===== config.mk =====
export PLATFORM = sky130hd
export DESIGN_NAME = frame_rate_pressure_governor_flat
export DESIGN_NICKNAME = d
export VERILOG_FILES = /design/src/sv/frpg_pkg.sv /design/src/sv/frpg_sample_if.sv /design/src/sv/frpg_result_if.sv /design/src/sv/frame_rate_pressure_governor.sv /design/src/flat_wrapper.sv
export SDC_FILE = /design/constraint.sdc
export NUM_CORES = 2
export LEC_CHECK = 0
export BUFFER_PORTS_ARGS = -buffer_cell sky130_fd_sc_hd__buf_2
export CAP_MARGIN = 20
export CORE_MARGIN = 10
export CORE_UTILIZATION = 50
export CTS_BUF_LIST = sky130_fd_sc_hd__clkbuf_4 sky130_fd_sc_hd__clkbuf_8
export DETAILED_ROUTE_END_ITERATION = 16
export GPL_ROUTABILITY_DRIVEN = 0
export HOLD_SLACK_MARGIN = 0.06
export PLACE_DENSITY = 0.69
export SLEW_MARGIN = 5
export SYNTH_ARGS = -nofsm -noshare
export SYNTH_HDL_FRONTEND = slang
export SYNTH_SLANG_ARGS = --single-unit

===== constraint.sdc =====
create_clock -name clk -period 18 [get_ports clk]
set_input_delay 1.8 -clock clk [delete_from_list [all_inputs] [get_ports clk]]
set_output_delay 1.8 -clock clk [all_outputs]
set_load 0.03 [all_outputs]

===== src/sv/frpg_pkg.sv =====
package frpg_pkg;

	typedef struct packed {
		logic [9:0]  target_rate;
		logic [47:0] time_now;
		logic [23:0] pipeline_latency;
		logic [6:0]  drop_rate;
		logic [31:0] drop_sample_id;
		logic [7:0]  backlog_count;
	} sample_t;

	typedef struct packed {
		logic [9:0]  effective_rate;
		logic [3:0]  change_cause;
		logic [31:0] change_score;
	} result_t;

	localparam logic [31:0] US_PER_SEC     = 32'd1000000;
	localparam logic [31:0] SUSTAIN_NUM    = 32'd82000000;
	localparam logic [31:0] CHANGE_GAP_US  = 32'd500000;
	localparam logic [31:0] DECAY_GAP_US   = 32'd250000;
	localparam logic [31:0] CONFIRM_US     = 32'd250000;
	localparam logic [31:0] CLEAN_US       = 32'd5000000;
	localparam logic [31:0] RESTORE_GAP_US = 32'd2000000;
	localparam logic [31:0] SCORE_LIMIT    = 32'd12;
	localparam logic [6:0]  SEVERE_DROP    = 7'd15;
	localparam logic [9:0]  MIN_RATE       = 10'd30;

	localparam logic [3:0] CAUSE_PIPE    = 4'd1;
	localparam logic [3:0] CAUSE_DROP    = 4'd2;
	localparam logic [3:0] CAUSE_BACKLOG = 4'd4;
	localparam logic [3:0] CAUSE_RESTORE = 4'd8;

endpackage


===== src/sv/frpg_sample_if.sv =====
interface frpg_sample_if import frpg_pkg::*; ();
	logic    valid;
	logic    ready;
	sample_t data;

	modport source(output valid, output data, input ready);
	modport sink(input valid, input data, output ready);
endinterface


===== src/sv/frpg_result_if.sv =====
interface frpg_result_if import frpg_pkg::*; ();
	logic    valid;
	logic    ready;
	result_t data;

	modport source(output valid, output data, input ready);
	modport sink(input valid, input data, output ready);
endinterface


===== src/sv/frame_rate_pressure_governor.sv =====
// channel   dir  payload                                        transfer
// samples   in   target, time, latency, drop, drop id, backlog  valid & ready
// results   out  effective rate, change cause, change score     valid & ready
//
// a result is loaded after the interval division, and after a second division when the rate is
// lowered from a latency average: a shared 32-step restoring divider, one quotient
// bit per cycle, gives the frame interval and then the sustainable rate; a target
// below 30 skips the divider; the next sample is taken once the result is loaded;
// arst_n clears the held and current rates, timers, score and average;
// a finished result waits while the output register still holds an untaken one
module frame_rate_pressure_governor import frpg_pkg::*; #(
	parameter int TIME_WIDTH = 48
) (
	input  logic           clk,
	input  logic           arst_n,
	frpg_sample_if.sink    samples,
	frpg_result_if.source  results
);

	typedef enum logic [2:0] {
		S_IDLE, S_PREP, S_DIV1, S_EVAL, S_DIV2, S_APPLY, S_DONE
	} state_t;

	typedef logic [TIME_WIDTH-1:0] tm_t;

	state_t state_q;

	logic [9:0]  tgt_q;
	tm_t         now_q;
	logic [23:0] lat_q;
	logic [6:0]  drop_q;
	logic [31:0] gen_q;
	logic [7:0]  blog_q;

	logic [9:0]  held_q, cur_q;
	tm_t         lchg_q, ldec_q, clean_q, ovl_q;
	logic [31:0] seen_q;
	logic [25:0] avg_q;
	logic [31:0] score_q, svs_q;
	logic [3:0]  svc_q;

	logic [15:0] interval_q;
	logic        severe_q, usediv_q, low_q;

	// serial divider
	logic [25:0] rem_q;
	logic [31:0] quo_q;
	logic [24:0] den_q;
	logic [4:0]  cnt_q;
	logic [26:0] trial;
	logic        fits;

	logic        out_valid_q;
	result_t     out_q;

	logic [63:0] now_wide;
	tm_t         now_in;

	assign now_wide = {16'b0, samples.data.time_now};
	assign now_in   = now_wide[TIME_WIDTH-1:0];

	assign trial = {1'b0, rem_q[24:0], quo_q[31]} - {2'b0, den_q};
	assign fits  = !trial[26];

	function automatic logic elapsed(tm_t t_now, tm_t t_then, logic [31:0] span);
		tm_t d;
		d = t_now - t_then;
		return (t_now >= t_then) && (d >= TIME_WIDTH'(span));
	endfunction

	function automatic logic [9:0] lower_rate(logic [9:0] cur, logic [9:0] want_in,
		logic [9:0] flr, logic [3:0] step);
		logic [10:0] c, w, f, lim;
		c = {1'b0, cur};
		w = {1'b0, want_in};
		f = {1'b0, flr};
		if (c <= f) return flr;
		if (w >= c || (c - w) < 11'd4)
			w = (c > 11'd4) ? c - 11'd4 : f;
		lim = (c > {7'b0, step}) ? c - {7'b0, step} : f;
		if (w < lim) w = lim;
		if (w < f) w = f;
		w[0] = 1'b0;
		return (w < f) ? flr : w[9:0];
	endfunction

	// evaluation of one sample against the state
	logic        reinit;
	logic [16:0] cap, lat_c;
	logic [24:0] s_val;
	logic [29:0] mix;
	logic [25:0] avg_n;
	logic [30:0] lat100;
	logic [22:0] iv90, iv140, iv80;
	logic        overl, fresh, severe, press, ample, sustained, repeated, chg, rst;
	tm_t         ovl_n, ldec_n, clean_n;
	logic [4:0]  inc;
	logic [32:0] sum;
	logic [31:0] score_n;
	logic [26:0] avg_sum;
	logic [18:0] avg_ceil;
	logic [24:0] avg100;
	logic [9:0]  able, flr, up;
	logic [10:0] up_w;

	assign reinit = (held_q != tgt_q) || (cur_q == 10'd0);

	always_comb begin
		cap    = {interval_q, 1'b0};
		lat_c  = ({7'b0, lat_q} < {8'b0, cap}) ? lat_q[16:0] : cap;
		s_val  = {lat_c, 8'b0};
		mix    = ({avg_q, 3'b0} - {3'b0, avg_q}) + {4'b0, s_val};
		if (lat_q == 24'd0)
			avg_n = avg_q;
		else if (avg_q == 26'd0)
			avg_n = {1'b0, s_val};
		else
			avg_n = mix[28:3];
		lat100 = ({7'b0, lat_q} << 6) + ({7'b0, lat_q} << 5) + ({7'b0, lat_q} << 2);
		iv90   = ({7'b0, interval_q} << 6) + ({7'b0, interval_q} << 4)
			+ ({7'b0, interval_q} << 3) + ({7'b0, interval_q} << 1);
		iv140  = ({7'b0, interval_q} << 7) + ({7'b0, interval_q} << 3)
			+ ({7'b0, interval_q} << 2);
		iv80   = ({7'b0, interval_q} << 6) + ({7'b0, interval_q} << 4);
		overl  = (lat_q != 24'd0) && (lat100 > {8'b0, iv90});
		ovl_n  = overl ? ((ovl_q == '0) ? now_q : ovl_q) : '0;
		fresh  = (drop_q != 7'd0) && (gen_q != 32'd0) && (gen_q != seen_q);
		severe = (blog_q >= 8'd4) || (drop_q >= SEVERE_DROP)
			|| ((lat_q != 24'd0) && (lat100 > {8'b0, iv140}));
		press  = (blog_q != 8'd0) || fresh || overl;
		inc = {4'b0, overl};
		if (blog_q != 8'd0)
			inc = inc + ((blog_q >= 8'd4) ? 5'd8 : ({3'b0, blog_q[1:0]} * 5'd3));
		if (fresh)
			inc = inc + ((drop_q >= SEVERE_DROP) ? 5'd12 : ((drop_q >= 7'd5) ? 5'd8 : 5'd4));
		sum     = {1'b0, score_q} + {28'b0, inc};
		ample   = (lat_q == 24'd0) || (lat100 <= {8'b0, iv80});
		score_n = score_q;
		ldec_n  = ldec_q;
		clean_n = clean_q;
		if (press) begin
			score_n = sum[32] ? '1 : sum[31:0];
			ldec_n  = now_q;
			clean_n = '0;
		end else begin
			if (score_q != 32'd0 && elapsed(now_q, ldec_q, DECAY_GAP_US)) begin
				score_n = score_q - 32'd1;
				ldec_n  = now_q;
			end
			if (ample && drop_q == 7'd0 && clean_q == '0)
				clean_n = now_q;
			else if (!ample || drop_q != 7'd0)
				clean_n = '0;
		end
		sustained = (ovl_n != '0) && elapsed(now_q, ovl_n, CONFIRM_US);
		repeated  = (blog_q != 8'd0) && (score_n >= SCORE_LIMIT);
		chg = elapsed(now_q, lchg_q, CHANGE_GAP_US) && (sustained || fresh || repeated)
			&& (score_n >= SCORE_LIMIT);
		rst = !chg && (cur_q < tgt_q) && (clean_n != '0) && elapsed(now_q, clean_n, CLEAN_US)
			&& elapsed(now_q, lchg_q, RESTORE_GAP_US);
		up_w     = {1'b0, cur_q} + 11'd4;
		up       = (up_w > {1'b0, tgt_q}) ? tgt_q : up_w[9:0];
		avg_sum  = {1'b0, avg_n} + 27'd255;
		avg_ceil = avg_sum[26:8];
		avg100   = ({6'b0, avg_ceil} << 6) + ({6'b0, avg_ceil} << 5) + ({6'b0, avg_ceil} << 2);
		if (!usediv_q)
			able = cur_q;
		else if (quo_q > {22'b0, tgt_q})
			able = tgt_q;
		else
			able = quo_q[9:0];
		if (able > tgt_q) able = tgt_q;
		flr = (tgt_q >= 10'd100) ? 10'd60 : ((tgt_q >= 10'd60) ? 10'd45 : 10'd30);
	end

	assign samples.ready = (state_q == S_IDLE);
	assign results.valid = out_valid_q;
	assign results.data  = out_q;

	always_ff @(posedge clk or negedge arst_n) begin
		if (!arst_n) begin
			state_q     <= S_IDLE;
			out_valid_q <= 1'b0;
			held_q      <= '0;
			cur_q       <= '0;
			lchg_q      <= '0;
			ldec_q      <= '0;
			clean_q     <= '0;
			ovl_q       <= '0;
			seen_q      <= '0;
			avg_q       <= '0;
			score_q     <= '0;
			svs_q       <= '0;
			svc_q       <= '0;
			cnt_q       <= '0;
		end else begin
			if (results.valid && results.ready && state_q != S_DONE)
				out_valid_q <= 1'b0;
			unique case (state_q)
				S_IDLE: begin
					if (samples.valid) begin
						tgt_q   <= samples.data.target_rate;
						now_q   <= now_in;
						lat_q   <= samples.data.pipeline_latency;
						drop_q  <= samples.data.drop_rate;
						gen_q   <= samples.data.drop_sample_id;
						blog_q  <= samples.data.backlog_count;
						state_q <= S_PREP;
					end
				end
				S_PREP: begin
					low_q <= (tgt_q < MIN_RATE);
					if (tgt_q < MIN_RATE) begin
						state_q <= S_DONE;
					end else begin
						if (reinit) begin
							held_q  <= tgt_q;
							cur_q   <= tgt_q;
							lchg_q  <= now_q;
							ldec_q  <= now_q;
							clean_q <= '0;
							ovl_q   <= '0;
							seen_q  <= '0;
							avg_q   <= '0;
							score_q <= '0;
							svs_q   <= '0;
							svc_q   <= '0;
						end
						rem_q   <= '0;
						quo_q   <= US_PER_SEC;
						den_q   <= {15'b0, reinit ? tgt_q : cur_q};
						cnt_q   <= '0;
						state_q <= S_DIV1;
					end
				end
				S_DIV1, S_DIV2: begin
					rem_q <= fits ? trial[25:0] : {rem_q[24:0], quo_q[31]};
					quo_q <= {quo_q[30:0], fits};
					cnt_q <= cnt_q + 5'd1;
					if (cnt_q == 5'd31) begin
						if (state_q == S_DIV1)
							state_q <= S_EVAL;
						else
							state_q <= S_APPLY;
					end
					if (state_q == S_DIV1 && cnt_q == 5'd31)
						interval_q <= quo_q[14:0] == 15'd0 && !fits ? 16'd0
							: {quo_q[14:0], fits};
				end
				S_EVAL: begin
					avg_q    <= avg_n;
					seen_q   <= fresh ? gen_q : seen_q;
					severe_q <= severe;
					if (chg) begin
						svs_q   <= score_n;
						svc_q   <= (sustained ? CAUSE_PIPE : 4'd0) | (fresh ? CAUSE_DROP : 4'd0)
							| (repeated ? CAUSE_BACKLOG : 4'd0);
						score_q <= '0;
						lchg_q  <= now_q;
						ldec_q  <= now_q;
						clean_q <= '0;
						ovl_q   <= overl ? now_q : '0;
						if (avg_n != 26'd0) begin
							usediv_q <= 1'b1;
							rem_q    <= '0;
							quo_q    <= SUSTAIN_NUM;
							den_q    <= avg100;
							cnt_q    <= '0;
							state_q  <= S_DIV2;
						end else begin
							usediv_q <= 1'b0;
							state_q  <= S_APPLY;
						end
					end else begin
						ovl_q   <= ovl_n;
						ldec_q  <= ldec_n;
						clean_q <= clean_n;
						if (rst) begin
							cur_q   <= up;
							svs_q   <= score_n;
							svc_q   <= CAUSE_RESTORE;
							lchg_q  <= now_q;
							score_q <= '0;
						end else begin
							score_q <= score_n;
						end
						state_q <= S_DONE;
					end
				end
				S_APPLY: begin
					cur_q   <= lower_rate(cur_q, able, flr, severe_q ? 4'd8 : 4'd4);
					state_q <= S_DONE;
				end
				S_DONE: begin
					if (!out_valid_q || results.ready) begin
						out_valid_q          <= 1'b1;
						out_q.effective_rate <= low_q ? tgt_q : cur_q;
						out_q.change_cause   <= svc_q;
						out_q.change_score   <= svs_q;
						state_q              <= S_IDLE;
					end
				end
				default: state_q <= S_IDLE;
			endcase
		end
	end

	a_rate_bounded: assert property (@(posedge clk) disable iff (!arst_n)
		(state_q == S_APPLY) |=> (cur_q <= held_q))
		else $error("lowered rate above target");

	a_score_cleared: assert property (@(posedge clk) disable iff (!arst_n)
		(state_q == S_EVAL && chg) |=> (score_q == 32'd0))
		else $error("score not cleared on rate change");

	a_result_source: assert property (@(posedge clk) disable iff (!arst_n)
		$rose(out_valid_q) |-> $past(state_q == S_DONE))
		else $error("result raised outside completion");

	a_div_len: assert property (@(posedge clk) disable iff (!arst_n)
		(state_q == S_DIV1 && cnt_q == 5'd31) |=> (state_q == S_EVAL))
		else $error("interval division did not finish");

endmodule


===== src/flat_wrapper.sv =====
// flat-port wrapper written by rule: the top's interface ports become plain ports
module frame_rate_pressure_governor_flat import frpg_pkg::*;
#(
	parameter int TIME_WIDTH = 48
)
  (clk, arst_n, samples_valid, samples_data, samples_ready, results_valid, results_data, results_ready);
  frpg_sample_if samples_i ();
  frpg_result_if results_i ();
  input  logic clk;
  input  logic arst_n;
  input wire logic [$bits(samples_i.valid)-1:0] samples_valid;
  input wire logic [$bits(samples_i.data)-1:0] samples_data;
  output wire logic [$bits(samples_i.ready)-1:0] samples_ready;
  output wire logic [$bits(results_i.valid)-1:0] results_valid;
  output wire logic [$bits(results_i.data)-1:0] results_data;
  input wire logic [$bits(results_i.ready)-1:0] results_ready;
  assign samples_i.valid = samples_valid;
  assign samples_i.data = samples_data;
  assign samples_ready = samples_i.ready;
  assign results_valid = results_i.valid;
  assign results_data = results_i.data;
  assign results_i.ready = results_ready;
  frame_rate_pressure_governor #(.TIME_WIDTH(TIME_WIDTH)) u_core (.clk(clk), .arst_n(arst_n), .samples(samples_i), .results(results_i));
endmodule

### Word level (Yosys, flattened, before mapping)

Cells that the tools add are included.

* bits in registers: 623
* bits of input ports: 133
* output and inout bits: 48
* word-level logic and storage cells: 300

* $add $sub $neg: 26
* $mul: 1
* magnitude comparators: 32
* equal/unequal tests: 22
* muxes and demuxes: 111
* bitwise gates (word level): 3
* reduce and logical (&&, ||, !) cells: 75

Operators with widths (number)
* 48-bit 2-to-1 mux: 17
* 32-bit 2-to-1 mux: 13
* 48-bit one-hot mux with 2 select lines: 4
* 48-bit greater-or-equal comparator: 4
* 32-bit one-hot mux with 2 select lines: 3
* 48-bit subtractor: 4
* 25-bit 2-to-1 mux: 7
* 10-bit 2-to-1 mux: 13
* 11-bit 2-to-1 mux: 11
* 26-bit 2-to-1 mux: 4
* 48-bit by 18-bit greater-or-equal comparator with 1-bit output (second input constant): 2
* 48-bit logical NOT: 2
* 32-bit one-hot mux with 3 select lines: 1
* 48-bit nonzero test: 2
* 25-bit one-hot mux with 3 select lines: 1
* 32-bit nonzero test: 2
* 31-bit by 23-bit > comparator with 1-bit output: 2
* 26-bit one-hot mux with 2 select lines: 1
* 25-bit one-hot mux with 2 select lines: 1
* 48-bit by 19-bit greater-or-equal comparator with 1-bit output (second input constant): 1
* 48-bit by 21-bit greater-or-equal comparator with 1-bit output (second input constant): 1
* 48-bit by 23-bit greater-or-equal comparator with 1-bit output (second input constant): 1
* 23-bit by 19-bit adder with 23-bit output: 2
* 32-bit by 5-bit adder with 33-bit output: 1
* 84 further kinds: 170

### Depth between registers and ports, before layout

* depth after elaboration: 25
* mapped depth: 64
* depth with buffers taken out: 58

### Least setup slack after synthesis

No wires, ideal clock.

* path type: reg-to-reg
* from: reg u_core.interval_q[0]
* to: reg u_core.quo_q[0] (enable)
* library setup time: 0.393 ns
* data arrival time: 11.871 ns
* required time: 17.607 ns
* path slack: 5.736 ns
* cell stages (with the launch flop): 62
* path buffers: 4
* clock period less this slack: 12.264 ns
* cell sequence: edfxtp_1 > ha_1 > inv_1 > fa_1 > fa_1 > inv_1 > ha_1 > inv_1 > nor2_1 > nor2_1 > o21bai_1 > a21oi_1 > o21bai_1 > a21oi_1 > o21bai_1 > a21oi_1 > o21bai_1 > a21oi_1 > [... 26 more ...] > inv_1 > o21bai_1 > a21o_1 > nor2b_1 > clkbuf_1 > and3_1 > nand4_1 > or2_2 > nand2b_1 > clkbuf_1 > a21oi_1 > a221o_1 > mux2_2 > o2111a_1 > nand4_1 > nor3_2 > o41ai_2 > a31o_2

* longest elaborated chain between the ends: 19
* elaborated cells on any way between the ends: 35
* those cells by class: add/sub (8); order compare (5); eq/ne (2); mux (8); reduce/logical (12)

Ends and longest elaborated chain
* from (decl): line frame_rate_pressure_governor.sv:42 `logic [15:0] interval_q;`
* from (signal assigned): line frame_rate_pressure_governor.sv:247 `interval_q <= quo_q[14:0] == 15'd0 && !fits ? 16'd0`
* 22-bit by 20-bit adder with 23-bit output: line frame_rate_pressure_governor.sv:120 `iv90 = ({7'b0, interval_q} << 6) + ({7'b0, interval_q} << 4)`
* 23-bit by 19-bit adder with 23-bit output: line frame_rate_pressure_governor.sv:121 `+ ({7'b0, interval_q} << 3) + ({7'b0, interval_q} << 1);`
* 23-bit by 17-bit adder with 23-bit output: line frame_rate_pressure_governor.sv:121
* 31-bit by 23-bit > comparator with 1-bit output: line frame_rate_pressure_governor.sv:125 `overl = (lat_q != 24'd0) && (lat100 > {8'b0, iv90});`
* 1-bit logical AND: line frame_rate_pressure_governor.sv:125
* 1-bit by 5-bit adder with 5-bit output: line frame_rate_pressure_governor.sv:133 `inc = inc + ((blog_q >= 8'd4) ? 5'd8 : ({3'b0, blog_q[1:0]} * 5'd3));`
* 5-bit 2-to-1 mux: line frame_rate_pressure_governor.sv:132 `if (blog_q != 8'd0)`
* 5-bit adder: line frame_rate_pressure_governor.sv:135 `inc = inc + ((drop_q >= SEVERE_DROP) ? 5'd12 : ((drop_q >= 7'd5) ? 5'd8 : 5'd4));`
* [... 3 more ...]
* 32-bit 2-to-1 mux: line frame_rate_pressure_governor.sv:141 `if (press) begin`
* 32-bit by 4-bit greater-or-equal comparator with 1-bit output: line frame_rate_pressure_governor.sv:156, frame_rate_pressure_governor.sv:158
* 1-bit logical AND: line frame_rate_pressure_governor.sv:156 `repeated = (blog_q != 8'd0) && (score_n >= SCORE_LIMIT);`
* 1-bit logical OR: line frame_rate_pressure_governor.sv:157 `chg = elapsed(now_q, lchg_q, CHANGE_GAP_US) && (sustained || fresh || repeated)`
* 1-bit logical AND: line frame_rate_pressure_governor.sv:157
* 1-bit logical AND: line frame_rate_pressure_governor.sv:158 `&& (score_n >= SCORE_LIMIT);`
* 2-bit by 1-bit != test with 1-bit output (no line)
* 5-bit AND reduction (no line) (*)
* to (signal assigned): line frame_rate_pressure_governor.sv:238 `quo_q <= {quo_q[30:0], fits};`
* to (decl): line frame_rate_pressure_governor.sv:47 `logic [31:0] quo_q;`

Mark *: on every way between the ends. The rest lies on a longest branch, timed or not.
A chain may end at the register's enable or synchronous reset.

### Final worst setup path

* from: reg u_core.interval_q[0]
* to: reg u_core.lchg_q[0]

* longest elaborated chain between the ends: 24
* elaborated cells on any way between the ends: 49
* those cells by class: add/sub (8); order compare (7); eq/ne (1); mux (10); reduce/logical (23)

Ends and longest elaborated chain
* 22-bit by 20-bit adder with 23-bit output: line frame_rate_pressure_governor.sv:120, frame_rate_pressure_governor.sv:124
* 23-bit by 19-bit adder with 23-bit output: line frame_rate_pressure_governor.sv:121
* 23-bit by 17-bit adder with 23-bit output: line frame_rate_pressure_governor.sv:121
* 31-bit by 23-bit > comparator with 1-bit output: line frame_rate_pressure_governor.sv:125
* 1-bit logical AND: line frame_rate_pressure_governor.sv:125
* 1-bit by 5-bit adder with 5-bit output: line frame_rate_pressure_governor.sv:133
* 5-bit 2-to-1 mux: line frame_rate_pressure_governor.sv:132
* 5-bit adder: line frame_rate_pressure_governor.sv:135
* [... 6 more ...]
* 1-bit logical OR: line frame_rate_pressure_governor.sv:157
* 1-bit logical AND: line frame_rate_pressure_governor.sv:157
* 1-bit logical AND: line frame_rate_pressure_governor.sv:158
* 1-bit logical NOT: line frame_rate_pressure_governor.sv:159 `rst = !chg && (cur_q < tgt_q) && (clean_n != '0) && elapsed(now_q, clean_n, CLEAN_US)`
* 1-bit logical AND (3 in a row): line frame_rate_pressure_governor.sv:159
* 1-bit logical AND: line frame_rate_pressure_governor.sv:160 `&& elapsed(now_q, lchg_q, RESTORE_GAP_US);`
* 3-bit by 1-bit != test with 1-bit output (no line)
* 4-bit AND reduction (no line)
* to (signal assigned): line frame_rate_pressure_governor.sv:219 `lchg_q <= now_q;`
* to (signal assigned): line frame_rate_pressure_governor.sv:259 `lchg_q <= now_q;`
* to (signal assigned): line frame_rate_pressure_governor.sv:282 `lchg_q <= now_q;`
* to (decl): line frame_rate_pressure_governor.sv:36 `tm_t lchg_q, ldec_q, clean_q, ovl_q;`

Parallel ways exist; a longest one is shown, timed or not.

==> metrics.md <==
| Metric | Value |
|---|---|
| First-pass GRT wire length | 256,000 um |
| Nets | 7,001 |
| Hold_buf cts | 0 |
| Startpoint Class | register |
| Measured slew at the worst slew-check pin | 1.08 ns |
| CP delay by family, top | compound AO/OA/AOI/OAI gates |
| Post-synthesis xor/xnor area fraction | 0.0453 |
| Hold Vio Cnt, Final | 0 |
| Worst-case vdd ir drop | 0.000498 V |
| Number of global-route vias before repair | 46,000 |
| Syn Area/Cell | 8.66 sq um |
| Multiplexer area fraction after synthesis | 0.0257 |
| Root buf cell | clkbuf_8 |
| Flops & latches, synth | 623 |
| Seq pwr share | 0.168 |
| Share of layout cells above drive strength 1 | 0.0897 |
| RSZ-0062 raised after global routing | no |
| Setup TNS | 0 ns |
| Cells after Synth | 6,169 |
| FF-to-FF path depth | 58 |
| Port-buffer cells | 180 |
| Pwr Density | 230 nW/um^2 |
| Grt ovf | 0 |
| Cell Rows | 119 |
| Ys async rst share | 0.557 |
| RR Startpoint | u_core.interval_q[0]$_SDFFCE_PP0P_ |
| Rel. slew slack | 0.283 |
| Hold Crit Class | register to register |
| Lkg Pwr | 25.2 nW |
| H-tree depth | 3 |
| Capture point of the worst reg-to-reg path | u_core.lchg_q[0]$_DFFE_PN0P_ |
| Initial Utilization | 0.505 |
| Synth Area in Simple Gates | 0.165 |
| Post-synthesis net count | 6,918 |
| CTS clk-pin slew, worst paths | 0.06 ns |
| Worst-path fanout max | 49 |
| Die Y | 347 um |
| Worst Min Path Start | u_core.svs_q[12]$_DFFE_PN0P_ |
| Clock share of power | 0.111 |
| Initial antenna violation count | 7 |
| Initial DRC count | 4,972 |
| Critical Path AT | 14.57 ns |
| Minimum clock period | 13.88 ns |
| Antenna viol nets, final | 0 |
| Final WL | 164,000 um |
| Remaining DRCs | 0 |
| Reg2reg setup slack | 4.12 ns |
| Main combinational cell family by area after synthesis | compound AO/OA/AOI/OAI gates |
| CP endpoint kind | register |
| Net Sw Frac | 0.502 |
| EDFF count, synth | 276 |
| Design internal power | 0.00666 W |
| Worst endpoint required time | 18.70 ns |
| Hold worst-path end | u_core.results.data[12]$_DFFE_PP_ |
| Clk Latency, worst-skew pair | 0.83 ns |
| TritonRoute pass-1 iters | 7 |
| GRT Total Usage | 0.261 |
| Chip Width | 347 um |
| Via/cell ratio | 6.24 |
| Clk buf depth | 3 |
| Ys flop type | dfrtp_1 |
| CTS tree | built |
| Max-cap viol count | 0 |
| Switching pwr | 0.00670 W |
| WHS Path Cells | 0 |
| Status | finished clean |
| Final Cycle Share | 0.771 |
| Sequential fraction of the synthesis area | 0.318 |
| DIE AREA | 120,000 sq um |
| Wire per inst | 21.2 um |
| Endpoints failing setup | 0 |
| F_max | 72.1 MHz |
| Synth Area in Compound Gates | 0.231 |
| Total power | 0.0134 W |
| CP Class | register to register |
| Total setup buffers inserted after CTS | 0 |
| Yosys cell types | 95 |
| Max Slew Vio Count | 0 |
| Buf+Inv Stages, Crit Path | 7 |
| CTS Buf Count | 110 |
| Comb pwr share | 0.721 |
| Area Growth Syn to Fin | 8.79% |
| Adder-Cell Fraction of Synth Area | 0.156 |
| Total number of vias | 48,300 |
| CP dominant cell by count | a21oi_1 |
| Crit path max-delay cell type | buf_4 |
| Placeable core area | 106,000 sq um |
| Post-CTS sizing | 0 |
| I/O Pins | 181 |
| Critical path's largest stage delay | 0.78 ns |
| Yosys warning count | 0 |
| DP Wirelength | 122,000 um |
| Clock Sinks | 623 |
| Mapped Area | 53,400 sq um |
| Worst Skew | 0.0826 ns |
| Largest net degree at the start of global routing | 96 |
## how the worst max path moves through the flow
stage	start	endpoint	slack (ns)	cells after the start
after floorplan	u_core.interval_q[0]$_SDFFCE_PP0P_	u_core.quo_q[0]$_SDFFCE_PN0P_	5.74	61
after global placement	u_core.interval_q[0]$_SDFFCE_PP0P_	u_core.svs_q[19]$_DFFE_PN0P_	4.64	52
after detailed placement	u_core.interval_q[0]$_SDFFCE_PP0P_	u_core.svs_q[19]$_DFFE_PN0P_	4.33	52
after CTS	u_core.interval_q[0]$_SDFFCE_PP0P_	u_core.den_q[21]$_SDFFCE_PN0P_	4.25	57
after global routing	u_core.interval_q[2]$_SDFFCE_PP0P_	u_core.lchg_q[0]$_DFFE_PN0P_	3.31	57
final	u_core.interval_q[0]$_SDFFCE_PP0P_	u_core.lchg_q[0]$_DFFE_PN0P_	4.12	58
## logic make-up after synthesis
| kind of cell | Yosys count |
|---|---|
| flip-flops | 623 |
| XOR/XNOR | 276 |
| multiplexers | 134 |
| buffers and inverters | 818 |
| AO/OA/AOI/OAI | 1894 |
| adder cells (fa/ha/maj) | 616 |
| AND/OR/NAND/NOR | 1808 |
## Yosys cell counts (58+ instances only)
cell,n,area [sq um]
a21o_1,198,1490
dfrtp_1,347,8680
nand3_1,124,621
nand2_1,557,2090
a21oi_1,437,2190
xnor2_1,186,1630
edfxtp_1,276,8290
inv_1,535,2010
mux2i_1,111,1110
nor2_1,412,1550
a22o_1,58,508
nand2b_1,66,413
o21bai_1,65,488
nand4_1,124,776
nor3_1,107,536
nor4_1,90,563
ha_1,530,6630
o21a_1,78,586
xor2_1,90,788
o211ai_1,95,713
fa_1,86,1720
clkbuf_1,227,852
nor2b_1,69,432
o21ai_0,439,2200
## cell usage in the layout, fill, tap and decap left out, types with 49 or more instances in the layout
| cell | n |
|---|---|
| ha_1 | 530 |
| nand2b_1 | 66 |
| o21bai_1 | 65 |
| dfrtp_1 | 347 |
| nand2_1 | 555 |
| o211ai_1 | 95 |
| o21ai_0 | 438 |
| a21oi_1 | 436 |
| edfxtp_1 | 276 |
| nor2b_1 | 69 |
| nor4_1 | 88 |
| buf_2 | 179 |
| nand4_1 | 124 |
| a211oi_1 | 52 |
| o2111ai_1 | 55 |
| mux2i_1 | 111 |
| xor2_1 | 90 |
| nor3_1 | 105 |
| clkbuf_8 | 123 |
| nor2_1 | 409 |
| and3_1 | 52 |
| a21o_1 | 198 |
| a22o_1 | 58 |
| fa_1 | 86 |
| o21a_1 | 78 |
| buf_4 | 70 |
| nand3_1 | 124 |
| a31oi_1 | 49 |
| o22ai_1 | 57 |
| inv_1 | 535 |
| xnor2_1 | 186 |
## power groups by stage
stage | Clock (W) | Combinational [W] | Sequential, W
global placement | 0 | 0.00926 | 0.00225
finish | 0.00149 | 0.00963 | 0.00224
floorplan | 0 | 0.00746 | 0.00217
CTS | 0.00151 | 0.00956 | 0.00223
global route | 0.00157 | 0.0109 | 0.00228
detailed placement | 0 | 0.00948 | 0.00225
## sequential cells by signal (all words and copies together), names as in the netlist, 4 cells and up
register and cells:
u_core.score_q 32, u_core.held_q 10, u_core.now_q 48, u_core.cur_q 10, u_core.quo_q 32, u_core.clean_q 48
u_core.lat_q 24, u_core.rem_q 25, u_core.lchg_q 48, u_core.interval_q 16, u_core.seen_q 32, u_core.gen_q 32
u_core.results.data 46, u_core.ovl_q 48, u_core.den_q 25, u_core.ldec_q 48, u_core.tgt_q 10, u_core.avg_q 26
u_core.blog_q 8, u_core.drop_q 7, u_core.svs_q 32, u_core.svc_q 4, u_core.cnt_q 5
## per-layer routing
| metal | track usage | part of all wire |
|---|---|---|
| met3 | 0.0460 | 0.079 |
| met2 | 0.416 | 0.45 |
| met1 | 0.348 | 0.43 |
| met4 | 0.106 | 0.043 |
| met5 | 0 | 0.00013 |
## metrics by stage
stage,cell area [sq um],instances,hold slack [ns],setup WS [ns],util
floorplan,53400,6169,0.419,5.74,-
global placement,55600,7528,0.438,4.64,0.526
detailed placement,55600,7528,0.433,4.33,0.526
CTS,58000,7733,0.447,4.25,0.549
global route,58100,7739,0.464,3.31,0.549
finish,58100,7740,0.452,4.12,0.550
## layout make-up
type                            count  area (sq um)
Clock inverter                     46           482
Clock buffer                      159          1960
Sequential cell                   623         17000
Fill cell                        9672         47600
Inverter                          536          2010
Timing Repair Buffer              253          1480
Antenna cell                        4          10.0
Multi-Input combinational cell   4728         33400
Tap cell                         1391          1740
## worst reg2reg max path: cells and delay by family, from the launching register on
kind	cells	cell delay, ns
simple gates	12	3.50
fa+ha+maj	10	3.26
flops	1	0.61
compound gates	25	4.30
mux	3	0.78
xor+xnor	1	0.17
buf+inv	7	1.21
No activity file was read; power rests on OpenSTA's default activity.
